==> src/hdl/pstp_pkg.sv <==
`timescale 1ns / 1ps
`default_nettype none
package pstp_pkg;

    localparam int MAX_POINTS   = 1024;
    localparam int CORDIC_ITERS = 16;
    localparam int CNT_W        = $clog2(MAX_POINTS + 1);
    localparam int ITER_W       = $clog2(CORDIC_ITERS + 1);
    localparam int CORD_W       = 38;
    localparam int ANG_W        = 33;
    localparam int SUM_W        = 48;
    localparam int DIV_STEP_W   = $clog2(SUM_W);
    localparam int RAD_W        = 64;
    localparam int ROOT_W       = RAD_W / 2;
    localparam int ROOT_STEP_W  = $clog2(ROOT_W);

    localparam int HALF_TURN    = 1800;
    localparam int FULL_TURN    = 3600;
    localparam int QUARTER_TURN = 900;

    localparam logic [2:0] REG_R0_C01 = 3'd0;
    localparam logic [2:0] REG_R0_C23 = 3'd1;
    localparam logic [2:0] REG_R1_C01 = 3'd2;
    localparam logic [2:0] REG_R1_C23 = 3'd3;
    localparam logic [2:0] REG_R2_C01 = 3'd4;
    localparam logic [2:0] REG_R2_C23 = 3'd5;
    localparam logic [2:0] REG_MODE   = 3'd6;

    // atan(2^-i) in tenths of a degree, Q16
    function automatic logic [25:0] atan_lut(input logic [4:0] i);
        logic [25:0] v;
        case (i)
            5'd0:    v = 26'd29491200;
            5'd1:    v = 26'd17409672;
            5'd2:    v = 26'd9198793;
            5'd3:    v = 26'd4669451;
            5'd4:    v = 26'd2343786;
            5'd5:    v = 26'd1173036;
            5'd6:    v = 26'd586661;
            5'd7:    v = 26'd293348;
            5'd8:    v = 26'd146676;
            5'd9:    v = 26'd73338;
            5'd10:   v = 26'd36669;
            5'd11:   v = 26'd18335;
            5'd12:   v = 26'd9167;
            5'd13:   v = 26'd4584;
            5'd14:   v = 26'd2292;
            5'd15:   v = 26'd1146;
            5'd16:   v = 26'd573;
            5'd17:   v = 26'd286;
            5'd18:   v = 26'd143;
            5'd19:   v = 26'd72;
            5'd20:   v = 26'd36;
            5'd21:   v = 26'd18;
            5'd22:   v = 26'd9;
            5'd23:   v = 26'd4;
            5'd24:   v = 26'd2;
            5'd25:   v = 26'd1;
            5'd26:   v = 26'd1;
            default: v = 26'd0;
        endcase
        return v;
    endfunction

endpackage
`default_nettype wire

==> src/hdl/pstp_div.sv <==
`timescale 1ns / 1ps
`default_nettype none
module pstp_div
    import pstp_pkg::*;
(
    input  wire logic             aclk,
    input  wire logic             aresetn,
    input  wire logic             start,
    input  wire logic [SUM_W-1:0] dividend,
    input  wire logic [CNT_W-1:0] divisor,
    output logic                  done,
    output logic [SUM_W-1:0]      quot,
    output logic                  rem_nz
);

    logic                  busy_reg, busy_next;
    logic                  done_reg, done_next;
    logic [DIV_STEP_W-1:0] step_reg, step_next;
    logic [SUM_W-1:0]      q_reg, q_next;
    logic [CNT_W:0]        rem_reg, rem_next;
    logic [CNT_W-1:0]      dvs_reg, dvs_next;
    logic [CNT_W:0]        rem_sh;

    always_comb begin
        busy_next = busy_reg;
        done_next = 1'b0;
        step_next = step_reg;
        q_next    = q_reg;
        rem_next  = rem_reg;
        dvs_next  = dvs_reg;
        rem_sh    = {rem_reg[CNT_W-1:0], q_reg[SUM_W-1]};
        if (start) begin
            busy_next = 1'b1;
            step_next = '0;
            q_next    = dividend;
            rem_next  = '0;
            dvs_next  = divisor;
        end else if (busy_reg) begin
            // restoring step, quotient bits shift in from the bottom
            if (rem_sh >= {1'b0, dvs_reg}) begin
                rem_next = rem_sh - {1'b0, dvs_reg};
                q_next   = {q_reg[SUM_W-2:0], 1'b1};
            end else begin
                rem_next = rem_sh;
                q_next   = {q_reg[SUM_W-2:0], 1'b0};
            end
            step_next = step_reg + 1'b1;
            if (step_reg == DIV_STEP_W'(SUM_W - 1)) begin
                busy_next = 1'b0;
                done_next = 1'b1;
            end
        end
    end

    always_ff @(posedge aclk) begin
        if (!aresetn) begin
            busy_reg <= 1'b0;
            done_reg <= 1'b0;
        end else begin
            busy_reg <= busy_next;
            done_reg <= done_next;
        end
    end

    always_ff @(posedge aclk) begin
        step_reg <= step_next;
        q_reg    <= q_next;
        rem_reg  <= rem_next;
        dvs_reg  <= dvs_next;
    end

    assign done   = done_reg;
    assign quot   = q_reg;
    assign rem_nz = (rem_reg != '0);

endmodule
`default_nettype wire

==> config.mk <==
export PLATFORM = sky130hd
export DESIGN_NAME = pstp_div
export DESIGN_NICKNAME = d
export VERILOG_FILES = /design/src/hdl/pstp_pkg.sv /design/src/hdl/pstp_div.sv
export SDC_FILE = /design/constraint.sdc
export NUM_CORES = 1
export LEC_CHECK = 0
export BUFFER_PORTS_ARGS = -buffer_cell sky130_fd_sc_hd__buf_2
export CAP_MARGIN = 25
export CORE_MARGIN = 5
export CORE_UTILIZATION = 56
export CTS_BUF_LIST = sky130_fd_sc_hd__clkbuf_16
export CTS_CLUSTER_DIAMETER = 80
export DETAILED_ROUTE_END_ITERATION = 7
export PLACE_DENSITY = 0.85
export SYNTH_ARGS = -nofsm -noshare
export SYNTH_HDL_FRONTEND = slang
export SYNTH_SLANG_ARGS = --single-unit
==> constraint.sdc <==
create_clock -name aclk -period 5 [get_ports aclk]
set_input_delay 0 -clock aclk [delete_from_list [all_inputs] [get_ports aclk]]
set_output_delay 0 -clock aclk [all_outputs]
set_load 0.1 [all_outputs]
==> run summary <==
The run finished with clean final reports. Setup repair after global routing left no endpoint under its margin. The number of flops mapped to enable cells by yosys is 59. The final-layout setup total negative slack came out at 0 ps. By area the synthesized netlist is led by edfxtp_1 46%, mux2_2 14%, dfxtp_1 10%. The total length of routed met3 wires came out at 943 um. The proportion of netlist area held by the largest area contributor is a little under half. The H-tree generated during clock tree synthesis spans 3 levels.

The final number of setup-violating endpoints is 0. STA classifies the critical path startpoint as a flip-flop. The most frequently used flop master after synthesis is edfxtp_1. Counting every sink on the clock net gives 79.

The tool flagged a number of max-cap violations equal to 0. After detailed placement, the design holds a cell count of 476. Counting the buffers created by CTS gives 9. The number of antenna diodes in the final layout is 0.

The number of top-level pins is 112. The gate count of the mapped netlist is approximately 290. Clock latency on the worst-skew pair, taken at its later pin, is 340 ps. The clock tree buffer depth came out at 2. Counting distinct cell types in the post-synthesis netlist gives 48.

The port buffer count is 111. The tree is rooted in a clkbuf_16. The post-synthesis async set-or-reset flop share is 0%. The data arrival time of the critical path is about 3000 ps. On the worst path, the slowest cell contributes a delay of roughly 430 ps. In this run the mean area of a mapped cell was roughly 13 sq um. The clock transition time at the flip-flop clock pins of the worst setup and hold paths came out at around 60 ps. For this run, the detailed router's first-pass iteration total came to 5. The CTS tree is yes.

After detailed routing, the average wire length per cell comes to 22.5 um. The peak ir drop on the vdd network is between 0.0002 and 0.0003 V. The net count of the finished layout is about 540. For this block, the initial DRC count from the detailed router was between 300 and 400. The total of flip-flops plus latches after synthesis is 79. The number of nets in the synthesized netlist is between 300 and 400. The standard-cell row count came out at 30. The first global-routing pass estimated 19.1 mm of wire. The initial antenna violation count is 0. At the pin with the least slew margin, the transition time is 906 ps. Traced cell by cell, the critical path runs through inv_1 > ha_1 > fa_1 > nand2b_2 > a21oi_4 > a41oi_1 > o211a_4 > mux2_4 > a211oi_2.

The remaining global-route overflow is 0. The top layer reached by signal wires is met4. The routed wire length is ~12 mm. Of all nets on the critical path, the largest fanout is 16.

The total routed wire length on the met1 layer is ~4.3 mm. The standard cell area after detailed placement is roughly 4500 sq um. In the post-synthesis netlist, the cell with the most instances is edfxtp_1. The filler cell count in the final layout came out at around 330. In this run the horizontal extent of the chip is slightly above 90 um.

The min-delay analysis places its worst path in the category in -> reg. The die area came out at about 8600 sq um. The sequential share of the synthesized area came out at between 50 and 60%. The number of standard cells in the layout, taps in and fillers out came out at between 500 and 600.

The worst slew margin relative to its limit is between 30% and 40%. The ratio of total power to cell area is roughly 400 nW/um^2. Grouping stages by cell kind, the critical path spends the most delay in compound AO/OA/AOI/OAI gates. The upper clock frequency limit came out at 370 MHz.

Of all cell types, the one taking the most synthesized area is edfxtp_1. The DRC violation count after routing is 0. Summing over every cut layer, the via total after detailed routing is 3,326.

The HPWL reported at the end of detailed placement came out at between 6 and 7 mm. The setup skew after layout is approximately 12 ps. The routability congestion estimate came out at 0.837.

The chip height came out at about 90 um. The total count of hold-check failures in the final report is 0. The effective utilization at floorplan is 57.0%. The number of flip-flops under the largest register name is between 40 and 50. Once layout is done, the placed cells without fillers occupy between 5000 and 6000 sq um. The total length of routed met2 wires came out at approximately 6.4 mm. The smallest clock period supported by the final layout is computed as between 2000 and 3000 ps. The fraction of final layout cells with drive strength greater than 1 is between 30% and 40%. The Yosys step of the flow raised 0 warnings. Dividing the detail-routed via count by the number of cells gives ~6. The count of pins over their slew limit came out at 0. The total routing resource utilization after global routing came out at roughly 30%. The area of the mapped netlist is about 3800 sq um. The number of nets with antenna violations after detailed routing came out at 0. The required time at the worst-slack endpoint is 5250 ps.

The pin count of the biggest net entering global routing came out at between 70 and 80. For this design, the slowest cell found on the critical path is fa_1. The reported leakage power came out at around 2.3 nW.

In this run the standard cell core region covers around 6700 sq um. The post-synthesis to final-layout area growth came out at 39.2%. Counting both buffers and inverters, the worst setup path holds a total of 1.

The via count of the first global-routing pass came out at between 3,000 and 4,000. Dividing the final minimum period by the clock period gives a little over half. Sorting the synthesized cells by how often they occur yields 59 x edfxtp_1, 48 x mux2_2, 20 x dfxtp_1, 20 x nor2_1, 17 x inv_1. The critical path capture point type is a flip-flop. The critical path in this run is classified as reg -> reg.
## final cells by class
cell class,count,area (sq um),share of cell area [%]
multi-input cells,187,1550,29.0
clock inverters,7,65.1,1.22
well taps,80,100,1.88
flip-flops and latches,79,2170,40.7
repair buffers,172,1160,21.8
clock buffers,9,225,4.22
inverters,17,63.8,1.20
## tightest hold or removal path, delay by kind of cell
family   cells  cell delay (ps)
buf+inv      2              120
mux          1              130
## placed cells by master, fill, tap and decap left out, types with 8 or more instances in the layout
| cell type | instances |
|---|---|
| edfxtp_1 | 59 |
| ha_1 | 12 |
| buf_2 | 111 |
| xor2_1 | 8 |
| inv_1 | 17 |
| clkbuf_16 | 9 |
| dlygate4sd3_1 | 59 |
| nand2_1 | 14 |
| nor2_1 | 20 |
| dfxtp_1 | 20 |
| mux2_2 | 48 |
| a21oi_1 | 10 |
## metal layers
metal	vias to the layer above	track usage (%)
li1	1450	-
met1	1581	32.0
met2	231	51.4
met3	64	8.61
met4	0	19.2
met5	-	0
## path summary, 6_finish.rpt
| path | startpoint | slack [ps] | depth (start not counted) | endpoint |
|---|---|---|---|---|
| max | quot[47] | 2300 | 9 | rem_reg[0] |
| min | dividend[0] | 40 | 3 | quot[0] |
| max reg2reg | quot[47] | 2300 | 9 | rem_reg[0] |
| min reg2reg | rem_reg[11] | 460 | 2 | rem_reg[11] |
## metrics by stage
step | worst slack [ps] | hold slack (ps) | util [%] | power, W
2_1_floorplan | 1990 | 98.9 | - | 0.00129
3_3_place_gp | 2580 | 176 | 66.3 | 0.00139
3_5_place_dp | 2490 | 178 | 66.3 | 0.00140
4_1_cts | 2450 | 39.5 | 79.4 | 0.00208
5_1_grt | 2060 | 59.1 | 79.4 | 0.00217
6_report | 2300 | 39.3 | 79.4 | 0.00212
## repair_timing
item                                   4_1_cts  5_1_grt
hold buffers                                59        0
setup buffers                                0        0
endpoints found under the hold margin       60        0
gates resized for setup                      0        0
## report_power, final
part	total [W]	leakage (nW)	switching (W)	internal, W
Sequential	0.000821	0.754	0.0000451	0.000776
Clock	0.000660	0.148	0.000276	0.000385
Combinational	0.000642	1.39	0.000474	0.000168
Total	0.00212	2.29	0.000795	0.00133
## cells by family after synthesis
| logic type | count (synthesis) | synth area share (%) |
|---|---|---|
| AOI/OAI and AO/OA | 47 | 9.24 |
| xor gates and xnor gates | 12 | 2.74 |
| adders and majority gates | 13 | 4.44 |
| buffers and inverters | 28 | 2.94 |
| DFF | 79 | 56.7 |
| muxes | 55 | 16.1 |
| and+or+nand+nor | 60 | 7.87 |
(Power assumes the default switching activity.)
