[src/hdl/pstp_pkg.sv]
`timescale 1ns / 1ps
`default_nettype none
package pstp_pkg;

    localparam int MAX_POINTS   = 1024;
    localparam int CORDIC_ITERS = 16;
    localparam int CNT_W        = $clog2(MAX_POINTS + 1);
    localparam int ITER_W       = $clog2(CORDIC_ITERS + 1);
    localparam int CORD_W       = 38;
    localparam int ANG_W        = 33;
    localparam int SUM_W        = 48;
    localparam int DIV_STEP_W   = $clog2(SUM_W);
    localparam int RAD_W        = 64;
    localparam int ROOT_W       = RAD_W / 2;
    localparam int ROOT_STEP_W  = $clog2(ROOT_W);

    localparam int HALF_TURN    = 1800;
    localparam int FULL_TURN    = 3600;
    localparam int QUARTER_TURN = 900;

    localparam logic [2:0] REG_R0_C01 = 3'd0;
    localparam logic [2:0] REG_R0_C23 = 3'd1;
    localparam logic [2:0] REG_R1_C01 = 3'd2;
    localparam logic [2:0] REG_R1_C23 = 3'd3;
    localparam logic [2:0] REG_R2_C01 = 3'd4;
    localparam logic [2:0] REG_R2_C23 = 3'd5;
    localparam logic [2:0] REG_MODE   = 3'd6;

    // atan(2^-i) in tenths of a degree, Q16
    function automatic logic [25:0] atan_lut(input logic [4:0] i);
        logic [25:0] v;
        case (i)
            5'd0:    v = 26'd29491200;
            5'd1:    v = 26'd17409672;
            5'd2:    v = 26'd9198793;
            5'd3:    v = 26'd4669451;
            5'd4:    v = 26'd2343786;
            5'd5:    v = 26'd1173036;
            5'd6:    v = 26'd586661;
            5'd7:    v = 26'd293348;
            5'd8:    v = 26'd146676;
            5'd9:    v = 26'd73338;
            5'd10:   v = 26'd36669;
            5'd11:   v = 26'd18335;
            5'd12:   v = 26'd9167;
            5'd13:   v = 26'd4584;
            5'd14:   v = 26'd2292;
            5'd15:   v = 26'd1146;
            5'd16:   v = 26'd573;
            5'd17:   v = 26'd286;
            5'd18:   v = 26'd143;
            5'd19:   v = 26'd72;
            5'd20:   v = 26'd36;
            5'd21:   v = 26'd18;
            5'd22:   v = 26'd9;
            5'd23:   v = 26'd4;
            5'd24:   v = 26'd2;
            5'd25:   v = 26'd1;
            5'd26:   v = 26'd1;
            default: v = 26'd0;
        endcase
        return v;
    endfunction

endpackage
`default_nettype wire

[src/hdl/pstp_isqrt.sv]
`timescale 1ns / 1ps
`default_nettype none
module pstp_isqrt
    import pstp_pkg::*;
(
    input  wire logic              aclk,
    input  wire logic              aresetn,
    input  wire logic              start,
    input  wire logic [RAD_W-1:0]  value,
    output logic                   done,
    output logic [ROOT_W-1:0]      root
);

    logic                   busy_reg, busy_next;
    logic                   done_reg, done_next;
    logic [ROOT_STEP_W-1:0] step_reg, step_next;
    logic [RAD_W-1:0]       val_reg, val_next;
    logic [ROOT_W+2:0]      rem_reg, rem_next;
    logic [ROOT_W-1:0]      root_reg, root_next;
    logic [ROOT_W+2:0]      rem_sh, trial;

    always_comb begin
        busy_next = busy_reg;
        done_next = 1'b0;
        step_next = step_reg;
        val_next  = val_reg;
        rem_next  = rem_reg;
        root_next = root_reg;
        rem_sh    = {rem_reg[ROOT_W:0], val_reg[RAD_W-1:RAD_W-2]};
        trial     = {1'b0, root_reg, 2'b01};
        if (start) begin
            busy_next = 1'b1;
            step_next = '0;
            val_next  = value;
            rem_next  = '0;
            root_next = '0;
        end else if (busy_reg) begin
            // two radicand bits per step
            val_next = {val_reg[RAD_W-3:0], 2'b00};
            if (rem_sh >= trial) begin
                rem_next  = rem_sh - trial;
                root_next = {root_reg[ROOT_W-2:0], 1'b1};
            end else begin
                rem_next  = rem_sh;
                root_next = {root_reg[ROOT_W-2:0], 1'b0};
            end
            step_next = step_reg + 1'b1;
            if (step_reg == ROOT_STEP_W'(ROOT_W - 1)) begin
                busy_next = 1'b0;
                done_next = 1'b1;
            end
        end
    end

    always_ff @(posedge aclk) begin
        if (!aresetn) begin
            busy_reg <= 1'b0;
            done_reg <= 1'b0;
        end else begin
            busy_reg <= busy_next;
            done_reg <= done_next;
        end
    end

    always_ff @(posedge aclk) begin
        step_reg <= step_next;
        val_reg  <= val_next;
        rem_reg  <= rem_next;
        root_reg <= root_next;
    end

    assign done = done_reg;
    assign root = root_reg;

endmodule
`default_nettype wire

[config.mk]
export PLATFORM = sky130hd
export DESIGN_NAME = pstp_isqrt
export DESIGN_NICKNAME = d
export VERILOG_FILES = /design/src/hdl/pstp_pkg.sv /design/src/hdl/pstp_isqrt.sv
export SDC_FILE = /design/constraint.sdc
export NUM_CORES = 1
export LEC_CHECK = 0
export ABC_CLOCK_PERIOD_IN_PS = 6400
export BUFFER_PORTS_ARGS = -buffer_cell sky130_fd_sc_hd__buf_2
export CORE_MARGIN = 10
export CORE_UTILIZATION = 54
export DETAILED_ROUTE_END_ITERATION = 8
export PLACE_DENSITY = 0.78
export SLEW_MARGIN = 25
export SYNTH_ARGS = -nofsm -noshare
export SYNTH_HDL_FRONTEND = slang
export SYNTH_SLANG_ARGS = --single-unit
[constraint.sdc]
create_clock -name aclk -period 6.4 [get_ports aclk]
set_clock_uncertainty 0.2 [all_clocks]
set_input_delay 0.96 -clock aclk [delete_from_list [all_inputs] [get_ports aclk]]
set_output_delay 0.96 -clock aclk [all_outputs]
set_load 0.02 [all_outputs]
==> results of run 1 <==
-- Yosys cell counts, types with 2 or more instances --
library cell  number
and2_1             3
nor4_1             3
and3_1             6
o21bai_1           3
o211ai_1           2
clkbuf_1          28
mux2i_1           56
xor2_1             9
a31o_2             2
buf_2              5
dfxtp_1           72
o21a_1            11
ha_1              36
a211oi_1          26
nand2_1           34
nand2b_1           2
xnor2_1           21
buf_1              4
nor2b_1            6
nand4_1            9
inv_1             45
mux2_2            62
o21ai_0           15
a21o_1            15
nor3_1             9
a21oi_1           33
a31oi_4            2
buf_8              3
nor2_1            90
a31oi_1            6
o21ai_1           11
edfxtp_1          64
nand3_1            8
-- worst max-delay path by stage --
stage / to / slack [ns] / depth (start not counted)
after global placement: rem_reg[1]$_SDFFE_PP0P_ / 2.65 / 10
after global routing: rem_reg[1]$_SDFFE_PP0P_ / 2.31 / 11
after CTS: rem_reg[1]$_SDFFE_PP0P_ / 2.54 / 10
after floorplan: val_reg[0]$_SDFFCE_PN0P_ / 2.84 / 4
after detailed placement: rem_reg[1]$_SDFFE_PP0P_ / 2.56 / 10
final: rem_reg[1]$_SDFFE_PP0P_ / 2.54 / 11
-- layer usage --
| layer | up-vias | track usage, % | share of wire [%] |
|---|---|---|---|
| met3 | 33 | 7.740 | 8.3 |
| met2 | 172 | 28.26 | 47 |
| met5 | - | 0 | 0 |
| li1 | 2796 | - | - |
| met4 | 0 | 5.105 | 1.6 |
| met1 | 2631 | 20.25 | 43 |
-- cell families (layout without fill, tap and decap cells) --
| logic type | count (synthesis) | after routing |
|---|---|---|
| AO/OA/AOI/OAI | 148 | 148 |
| flip-flops | 136 | 136 |
| buffers and inverters | 88 | 180 |
| multiplexers | 119 | 119 |
| adder cells (fa/ha/maj) | 36 | 36 |
| XOR/XNOR | 30 | 30 |
| AND/OR/NAND/NOR | 175 | 175 |
| other | 0 | 1 |
-- stage by stage --
step	std cells	area (µm²)	total power [mW]
after global routing	1004	8702	4.237
after floorplan	732	7570	2.731
after detailed placement	972	8113	2.979
final	1005	8705	3.980
after global placement	972	8113	2.935
after CTS	1004	8702	3.979
-- power breakdown --
group | switching [mW] | leakage (nW) | internal (mW)
Sequential | 0.0755 | 1.23 | 1.03
Clock | 0.398 | 0.283 | 0.581
Combinational | 1.06 | 2.14 | 0.835
Total | 1.53 | 3.66 | 2.45
-- worst max-delay path: cells and delay by family (launching register included) --
kind | cells | cell delay, ns
AOI/OAI and AO/OA | 6 | 1.73
and+or+nand+nor | 1 | 0.19
buffers and inverters | 2 | 0.55
muxes | 1 | 0.34
adders and majority gates | 1 | 0.40
DFF | 1 | 0.37
-- cell type report --
type                    count  area (µm²)  area share (%)
diodes                      1       2.502         0.02875
clock buffers              17       425.4           4.887
clock inverters            15       163.9           1.883
inverters                  45       168.9           1.940
multi-input cells         508        3824           43.93
flip-flops and latches    136        3367           38.68
well taps                 180       225.2           2.587
repair buffers            103       528.0           6.066
==> flow_summary.toml, run 1 <==
[drt]
vias = 5632
drtPass1Iterations = 5
wl_um = 16810
ant_nets = 0
routedWlPerCell_um = 16.73
drt_iter0_markers = 349
viasPerCell = 5.604
drc = 0

[synthesis]
yosysWarnings = 0
synth-async-reset-ratio_pct = 0
synth-edff-count = 64
syn-cell-area_mm2 = 0.007570
ys_types = 64
yosys.area.top_type_share_pct = 25.39
synth_area_leaders = "edfxtp_1, dfxtp_1, mux2_2"
synthMuxAreaShare_pct = 16.83
synth_fa_ha_area_share_pct = 5.950
synth-compound-area-share_pct = 14.02
avgSynthCellArea_um2 = 10.34
ys.flop_type = "dfxtp_1"
synth_top_area_cell = "edfxtp_1"
ys_ff_latch = 136
synth-simple-area-share_pct = 10.25
synth_xor_area_share_pct = 3.471
synth_top_family_by_area = "multiplexers"
synth_seq_area_share_pct = 44.43
synthesis.nets = 835
syn_inst = 732

[global_routing]
overflow = 0
grt_pass1_vias = 5764
antenna_found_initial = 2
grt_max_degree = 76
grt_pass1_wl_um = 28300
grt_usage_pct = 17.40

[final_layout]
fillers = 1111
syn2layout_area_growth_pct = 14.99
final_common_cell = "buf_2"
drive_gt1_share_pct = 25.73
largest_reg_flops = 64
final_cell_mix = "buf_2, nor2_1, dfxtp_1, edfxtp_1, mux2_2"
postLayoutCoreUtil_pct = 62.95
nets = 914

[floorplanning]
core_area_mm2 = 0.01383
fp.dieW_um = 138.4
initial_core_util_pct = 54.75
io_pins = 100
die_area_mm2 = 0.01915
placementRows = 43
die-height_um = 138.4

[cts]
cts_htree_levels = 4
cts_tree = "done"
ctsHoldBuffers = 0
worstSkewPairLatency_ns = 0.43
cts_sinks = 136
cts_resized = 0
clockBufferDepth = 2
post_cts_buffers = 0
clk_pin_slew_ns = 0.06
cts_buffers = 17
cts_root_buf = "clkbuf_16"

[min_path]
hp-start = "rem_reg[31]$_SDFFE_PP0P_"
hp-class = "reg2reg"
min_path_cells = 2
whs_endpoint = "rem_reg[31]$_SDFFE_PP0P_"

[setup_path]
reg2regPathDepth = 11
cp-startpoint = "root[1]$_SDFFE_PP0P_"
slowest_stage = "o31ai_4"
cpPeakStageDelay_ns = 0.80
end_kind = "register"
r2r_end = "rem_reg[1]$_SDFFE_PP0P_"
regToRegSetupSlack_ns = 2.54
critPathLaunchType = "register"
critPathMaxFanout = 24
r2r-start = "root[1]$_SDFFE_PP0P_"
worstPathRequired_ns = 6.54
crit_path_cell_trace = "inv_1 -> ha_1 -> o2111ai_1 -> and3_4 -> o21a_4 -> o21ai_4 -> a31oi_4 -> o31ai_4 -> buf_4 -> mux2_4 -> a211oi_2"
cp_data_arrival_time_ns = 4.01
crit_type = "reg2reg"

[place]
gp_congestion = 0.9410
dp_hpwl_um = 11850
port_buffers = 99
place_ws_ns = 2.559

[timing]
max_slew_margin_pct = 42.35
drv_slew = 0
tightest_slew_ns = 0.8648
hold_viol_final = 0
finalSetupViolCount = 0
fmax_mhz = 258.7
setup_tns_ns = 0
worst_slack_ns = 2.535
rsz0062_at_grt = "no"
fin_crit_sh_pct = 60.39
fin_hold_ws_ns = 0.2854
post-route-min-period_ns = 3.865

[power]
p_leak_nw = 3.656
pwr_density_cell_mw_per_mm2 = 457.3
ir_drop_mv = 0.2574

[status]
status = "completed"

[flow_run]
max_cap_violations = 0
Power figures use the tool's default switching activity.
==> run 2, diff against run 1 <==
- ABC_AREA: unset -> 1
- ABC_CLOCK_PERIOD_IN_PS: 6400 -> 3300
- CORE_UTILIZATION: 54 -> 53
- PLACE_DENSITY: 0.78 -> 0.8
- clock period: 6.4 -> 3.3 ns (I/O delays scaled with it)
==> run 2 against run 1 <==
Compared with the run above: non-clock buffer count up 3; via count grew 31%; critical path type unchanged; highest routed layer unchanged; clock-buffer cell count increased by 1.
==> flow_summary.toml, run 2 <==
[status]
status = "completed"

[global_routing]
overflow = 0
grt_pass1_vias = 7177
grt_pass1_wl_um = 33950
grt_usage_pct = 20.44
antenna_found_initial = 0
grt_max_degree = 65

[drt]
drtPass1Iterations = 7
routedWlPerCell_um = 14.10
vias = 7359
wl_um = 20680
ant_nets = 0
viasPerCell = 5.020
drt_iter0_markers = 457
drc = 0

[timing]
setup_tns_ns = 0
finalSetupViolCount = 0
fin_crit_sh_pct = 82.21
fmax_mhz = 368.6
rsz0062_at_grt = "no"
post-route-min-period_ns = 2.713
tightest_slew_ns = 0.8267
max_slew_margin_pct = 44.89
drv_slew = 0
hold_viol_final = 0

[setup_path]
crit_path_cell_trace = "inv_1 -> ha_1 -> nand2_1 -> inv_2 -> nand2_2 -> inv_1 -> nand2_1 -> nand2_1 -> inv_1 -> nand3_1 -> nand2_4 -> nand2_8 -> nand2_2 -> nand2_1 -> nand2_1 -> nand2_1"
crit_type = "reg2reg"
critPathTopFamily = "simple AND/OR/NAND/NOR gates"
cp_data_arrival_time_ns = 2.84
cp_common_cell = "nand2_1"
end_kind = "register"
worstPathRequired_ns = 3.43
critPathLaunchType = "register"
critPathMaxFanout = 34
cpPeakStageDelay_ns = 0.36
critical_path_buf_inv_count = 4
slowest_stage = "ha_1"

[cts]
clk_pin_slew_ns = 0.07
cts_buffers = 17
post_cts_buffers = 0
cts_sinks = 136
cts_tree = "done"
cts_resized = 0
cts_root_buf = "clkbuf_16"
worstSkewPairLatency_ns = 0.43
cts_htree_levels = 4
clockBufferDepth = 2
ctsHoldBuffers = 0

[floorplanning]
fp.dieW_um = 143.7
die-height_um = 143.7
io_pins = 100
core_area_mm2 = 0.01509
die_area_mm2 = 0.02065
placementRows = 45
initial_core_util_pct = 53.73

[final_layout]
nets = 1368
fillers = 1432
multi_input_area_mm2 = 0.003944
seq_area_mm2 = 0.003363
largest_reg_flops = 64
drive_gt1_share_pct = 12.99
syn2layout_area_growth_pct = 14.69
antenna_cells = 0
layout.cells.non_filler = 1466
final_common_cell = "nand2_1"
final_cell_mix = "nand2_1, inv_1, buf_2, dfxtp_1, nand3_1"

[synthesis]
synthesis.nets = 1276
synth-async-reset-ratio_pct = 0
ys_top_cells_by_count = "nand2_1, inv_1, dfxtp_1, nand3_1, edfxtp_1"
avgSynthCellArea_um2 = 6.912
synth_area_leaders = "nand2_1, edfxtp_1, dfxtp_1"
ys_ff_latch = 136
synth-edff-count = 64
yosysWarnings = 0
synth_top_area_cell = "nand2_1"
yosys.area.top_type_share_pct = 25.28
syn-cell-area_mm2 = 0.008108
ys.flop_type = "dfxtp_1"
synth_seq_area_share_pct = 41.48
ys_types = 35
syn_inst = 1173
synth_most_common_cell = "nand2_1"

[min_path]
hp-class = "in2reg"

[place]
port_buffers = 99
gp_congestion = 0.9545
dp_hpwl_um = 15170
dp.cells = 1434

[power]
pwr_density_cell_mw_per_mm2 = 972.3
ir_drop_mv = 0.4373
p_leak_nw = 4.987

[flow_run]
max_cap_violations = 0
-- run 2: where the power goes --
| part | internal (mW) | switching, mW | leakage, nW |
|---|---|---|---|
| sequential | 1.99 | 0.115 | 1.24 |
| clock | 0.978 | 0.795 | 0.265 |
| combinational | 1.71 | 3.45 | 3.48 |
| total | 4.68 | 4.36 | 4.99 |
-- run 2: cells by family after synthesis --
logic type / count (synthesis) / share of synthesized area, %
simple gates: 709 / 36.17
buf+inv: 205 / 9.938
flops: 136 / 41.48
compound gates: 72 / 5.232
fa+ha+maj: 36 / 5.556
xor+xnor: 15 / 1.620
-- run 2: final cells by class --
type                            count  area share, %
Multi-Input combinational cell    832          42.41
Sequential cell                   136          36.17
Inverter                          172          6.983
Timing Repair Buffer              106          6.028
Clock buffer                       18          4.615
Tap cell                          188          2.530
Clock inverter                     14          1.265
-- run 2: worst paths after layout --
kind	end	depth (start not counted)	slack (ns)	start
max	rem_reg[27]$_SDFFE_PP0P_	16	0.59	root[14]$_SDFFE_PP0P_
min	done$_SDFF_PP0_	3	0.11	aresetn
max reg2reg	rem_reg[27]$_SDFFE_PP0P_	16	0.59	root[14]$_SDFFE_PP0P_
min reg2reg	rem_reg[31]$_SDFFE_PP0P_	2	0.27	rem_reg[31]$_SDFFE_PP0P_
-- run 2: worst min-delay path: cells and delay by family --
| family | cells | cell delay (ns) |
|---|---|---|
| buf+inv | 1 | 0.11 |
| simple gates | 2 | 0.09 |
-- run 2: layer usage --
| layer | up-vias | part of all wire (%) | track usage [%] |
|---|---|---|---|
| li1 | 3844 | - | - |
| met1 | 3292 | 44 | 24.73 |
| met2 | 204 | 48 | 33.87 |
| met3 | 19 | 6.8 | 6.370 |
| met4 | 0 | 1.3 | 6.556 |
| met5 | - | 0 | 0 |
-- run 2: metrics by stage --
| step | cell area, µm² | setup slack, ns | util (%) | total power [mW] | hold WS (ns) |
|---|---|---|---|---|---|
| floorplan | 8115 | 0.6451 | - | 6.163 | 0.2298 |
| global placement | 8751 | 0.6434 | 57.99 | 7.180 | 0.2507 |
| detailed placement | 8751 | 0.5919 | 57.99 | 7.207 | 0.2640 |
| CTS | 9298 | 0.5780 | 61.62 | 9.007 | 0.09678 |
| global route | 9299 | 0.3303 | 61.63 | 9.863 | 0.1223 |
| finish | 9299 | 0.5871 | 61.63 | 9.041 | 0.1077 |
==> run 3, diff against run 2 <==
- ABC_AREA: 1 -> 0
- ABC_CLOCK_PERIOD_IN_PS: 3300 -> 2300
- clock period: 3.3 -> 2.3 ns (I/O delays scaled with it)
==> run 3 against run 2 <==
Compared with the run above: the flow now finishes with violations (setup timing); sequential power grew 46%; critical path depth shrank 2; first-iteration DRC count grew 33%; worst hold slack lost 0.088 ns; via count shrank 7.7%; final cell count shrank 19%; clock power grew 58%; sequential share of layout area shrank 5.1 points; clock-buffer cell count grew 1; flip-flop and latch count is the same; global-route usage grew 1.5 points; largest cell class unchanged.
==> flow_summary.toml, run 3 (synthesis gave the netlist of run 1 again) <==
[drt]
drt_iter0_markers = 609
ant_nets = 0
vias = 6791
drc = 0
drtPass1Iterations = 5
viasPerCell = 5.707
routedWlPerCell_um = 19.11
wl_um = 22750

[timing]
fmax_mhz = 345.9
hold_viol_final = 0
max_slew_margin_pct = 60.07
worst_slack_ns = -0.5912
setup_tns_ns = -16.30
rsz0062_at_grt = "yes"
finalSetupViolCount = 34
fin_crit_sh_pct = 125.7
tightest_slew_ns = 0.5990
drv_slew = 0
post-route-min-period_ns = 2.891

[final_layout]
multi_input_area_mm2 = 0.004517
final_cell_mix = "buf_4, buf_2, nor2_1, edfxtp_1, mux2_2"
drive_gt1_share_pct = 51.58
largest_reg_flops = 64
postLayoutCoreUtil_pct = 79.38
seq_area_mm2 = 0.003432
nets = 1100
antenna_cells = 0
syn2layout_area_growth_pct = 46.12
fillers = 766
final_common_cell = "buf_4"
fin_area_mm2 = 0.01106

[global_routing]
overflow = 0
antenna_found_initial = 0
grt_usage_pct = 21.91
grt_max_degree = 66
grt_pass1_vias = 7061
grt_pass1_wl_um = 35260

[status]
status = "finished, violations left"
violations = "setup timing"

[setup_path]
critPathTopFamily = "compound AO/OA/AOI/OAI gates"
critPathMaxFanout = 6
worstPathRequired_ns = 2.40
crit_path_cell_trace = "inv_4 -> ha_4 -> buf_6 -> nand4_1 -> or2_1 -> a2bb2oi_4 -> o21ai_4 -> a31oi_4 -> o31ai_4 -> buf_6 -> buf_12 -> buf_8 -> mux2i_2 -> a211oi_1"
crit_type = "reg2reg"
cp_common_cell = "buf_6"
end_kind = "register"
slowest_stage = "dfxtp_4"
cp_data_arrival_time_ns = 2.99
cpPeakStageDelay_ns = 0.36
critPathLaunchType = "register"
critical_path_buf_inv_count = 5

[cts]
worstSkewPairLatency_ns = 0.43
cts_htree_levels = 4
clockBufferDepth = 2
clk_pin_slew_ns = 0.06
cts_root_buf = "clkbuf_16"
cts_buffers = 17
cts_sinks = 136
cts_tree = "done"

[place]
port_buffers = 99
place_area_mm2 = 0.009689
gp_congestion = 0.9453
place_ws_ns = -0.5850
dp_hpwl_um = 14490

[floorplanning]
placementRows = 43
die-height_um = 139.5
core_area_mm2 = 0.01393
die_area_mm2 = 0.01946
io_pins = 100
initial_core_util_pct = 54.32
fp.dieW_um = 139.5

[power]
p_leak_nw = 4.789
ir_drop_mv = 0.9577
pwr_density_cell_mw_per_mm2 = 1445

[min_path]
hp-class = "in2reg"

[flow_run]
max_cap_violations = 0
[run 3: changes by cell type in the layout (fill, tap and decap cells not counted), moves of 30 or more]
| cell | delta |
|---|---|
| nand2_1 | -517 |
| buf_4 | +159 |
| inv_1 | -135 |
| mux2_2 | +62 |
| nand3_1 | -62 |
| nor2_1 | +49 |
| mux2i_1 | +48 |
| o22ai_1 | -30 |
[run 3: path summary, 6_finish.rpt]
path | depth (start not counted) | endpoint | startpoint | slack, ns
worst max-delay path | 14 | rem_reg[32]$_SDFFE_PP0P_ | root[16]$_SDFFE_PP0P_ | -0.59
worst min register to register | 2 | rem_reg[31]$_SDFFE_PP0P_ | rem_reg[31]$_SDFFE_PP0P_ | 0.32
worst max register to register | 14 | rem_reg[32]$_SDFFE_PP0P_ | root[16]$_SDFFE_PP0P_ | -0.59
worst min-delay path | 2 | val_reg[39]$_DFFE_PP_ | value[39] | 0.02
[run 3: power by group]
group	switching (mW)	total (mW)	internal [mW]	leakage, nW
logic	4.70	10.1	5.40	3.24
clock network	1.20	2.80	1.61	0.300
registers	0.218	3.08	2.86	1.25
total	6.12	16.0	9.87	4.79
[run 3: repair_timing]
action | 4_1_cts | 5_1_grt
resized for setup | 51 | 60
pin swaps | 19 | 26
buffers inserted | 16 | 4
gates cloned | 2 | 0
hold buffers | 3 | 0
hold endpoints to repair | 4 | 0
setup endpoints to repair | 34 | 34
[run 3: area by class of cell]
| type | instances | share of cell area [%] |
|---|---|---|
| clock buffers | 19 | 4.095 |
| repair buffers | 289 | 19.08 |
| clock inverters | 13 | 1.335 |
| multi-input cells | 508 | 40.84 |
| well taps | 180 | 2.036 |
| inverters | 45 | 1.584 |
| flip-flops and latches | 136 | 31.03 |
[run 3: worst register-to-register path: stages (launching register included)]
cell       delay (ns)
dfxtp_4          0.36
inv_4            0.03
ha_4             0.27
buf_6            0.11
nand4_1          0.11
or2_1            0.29
a2bb2oi_4        0.19
o21ai_4          0.09
a31oi_4          0.13
o31ai_4          0.23
buf_6            0.15
buf_12           0.12
buf_8            0.14
mux2i_2          0.25
a211oi_1         0.11
[run 3: through the flow]
| stage | power (mW) | hold slack [ns] | std cells |
|---|---|---|---|
| after floorplan | 7.922 | 0.2494 | 732 |
| after global placement | 10.10 | 0.2768 | 1135 |
| after detailed placement | 10.31 | 0.3050 | 1135 |
| after CTS | 14.80 | 0.003603 | 1187 |
| after global routing | 16.68 | 0.01402 | 1190 |
| final | 15.98 | 0.01931 | 1190 |
[run 3: layer usage]
metal	GRT usage (%)	vias up	wire length, µm
met1	24.13	3282	8579
met4	8.841	0	733
met5	0	-	0
li1	-	3170	-
met2	38.56	274	11720
met3	6.431	65	1710
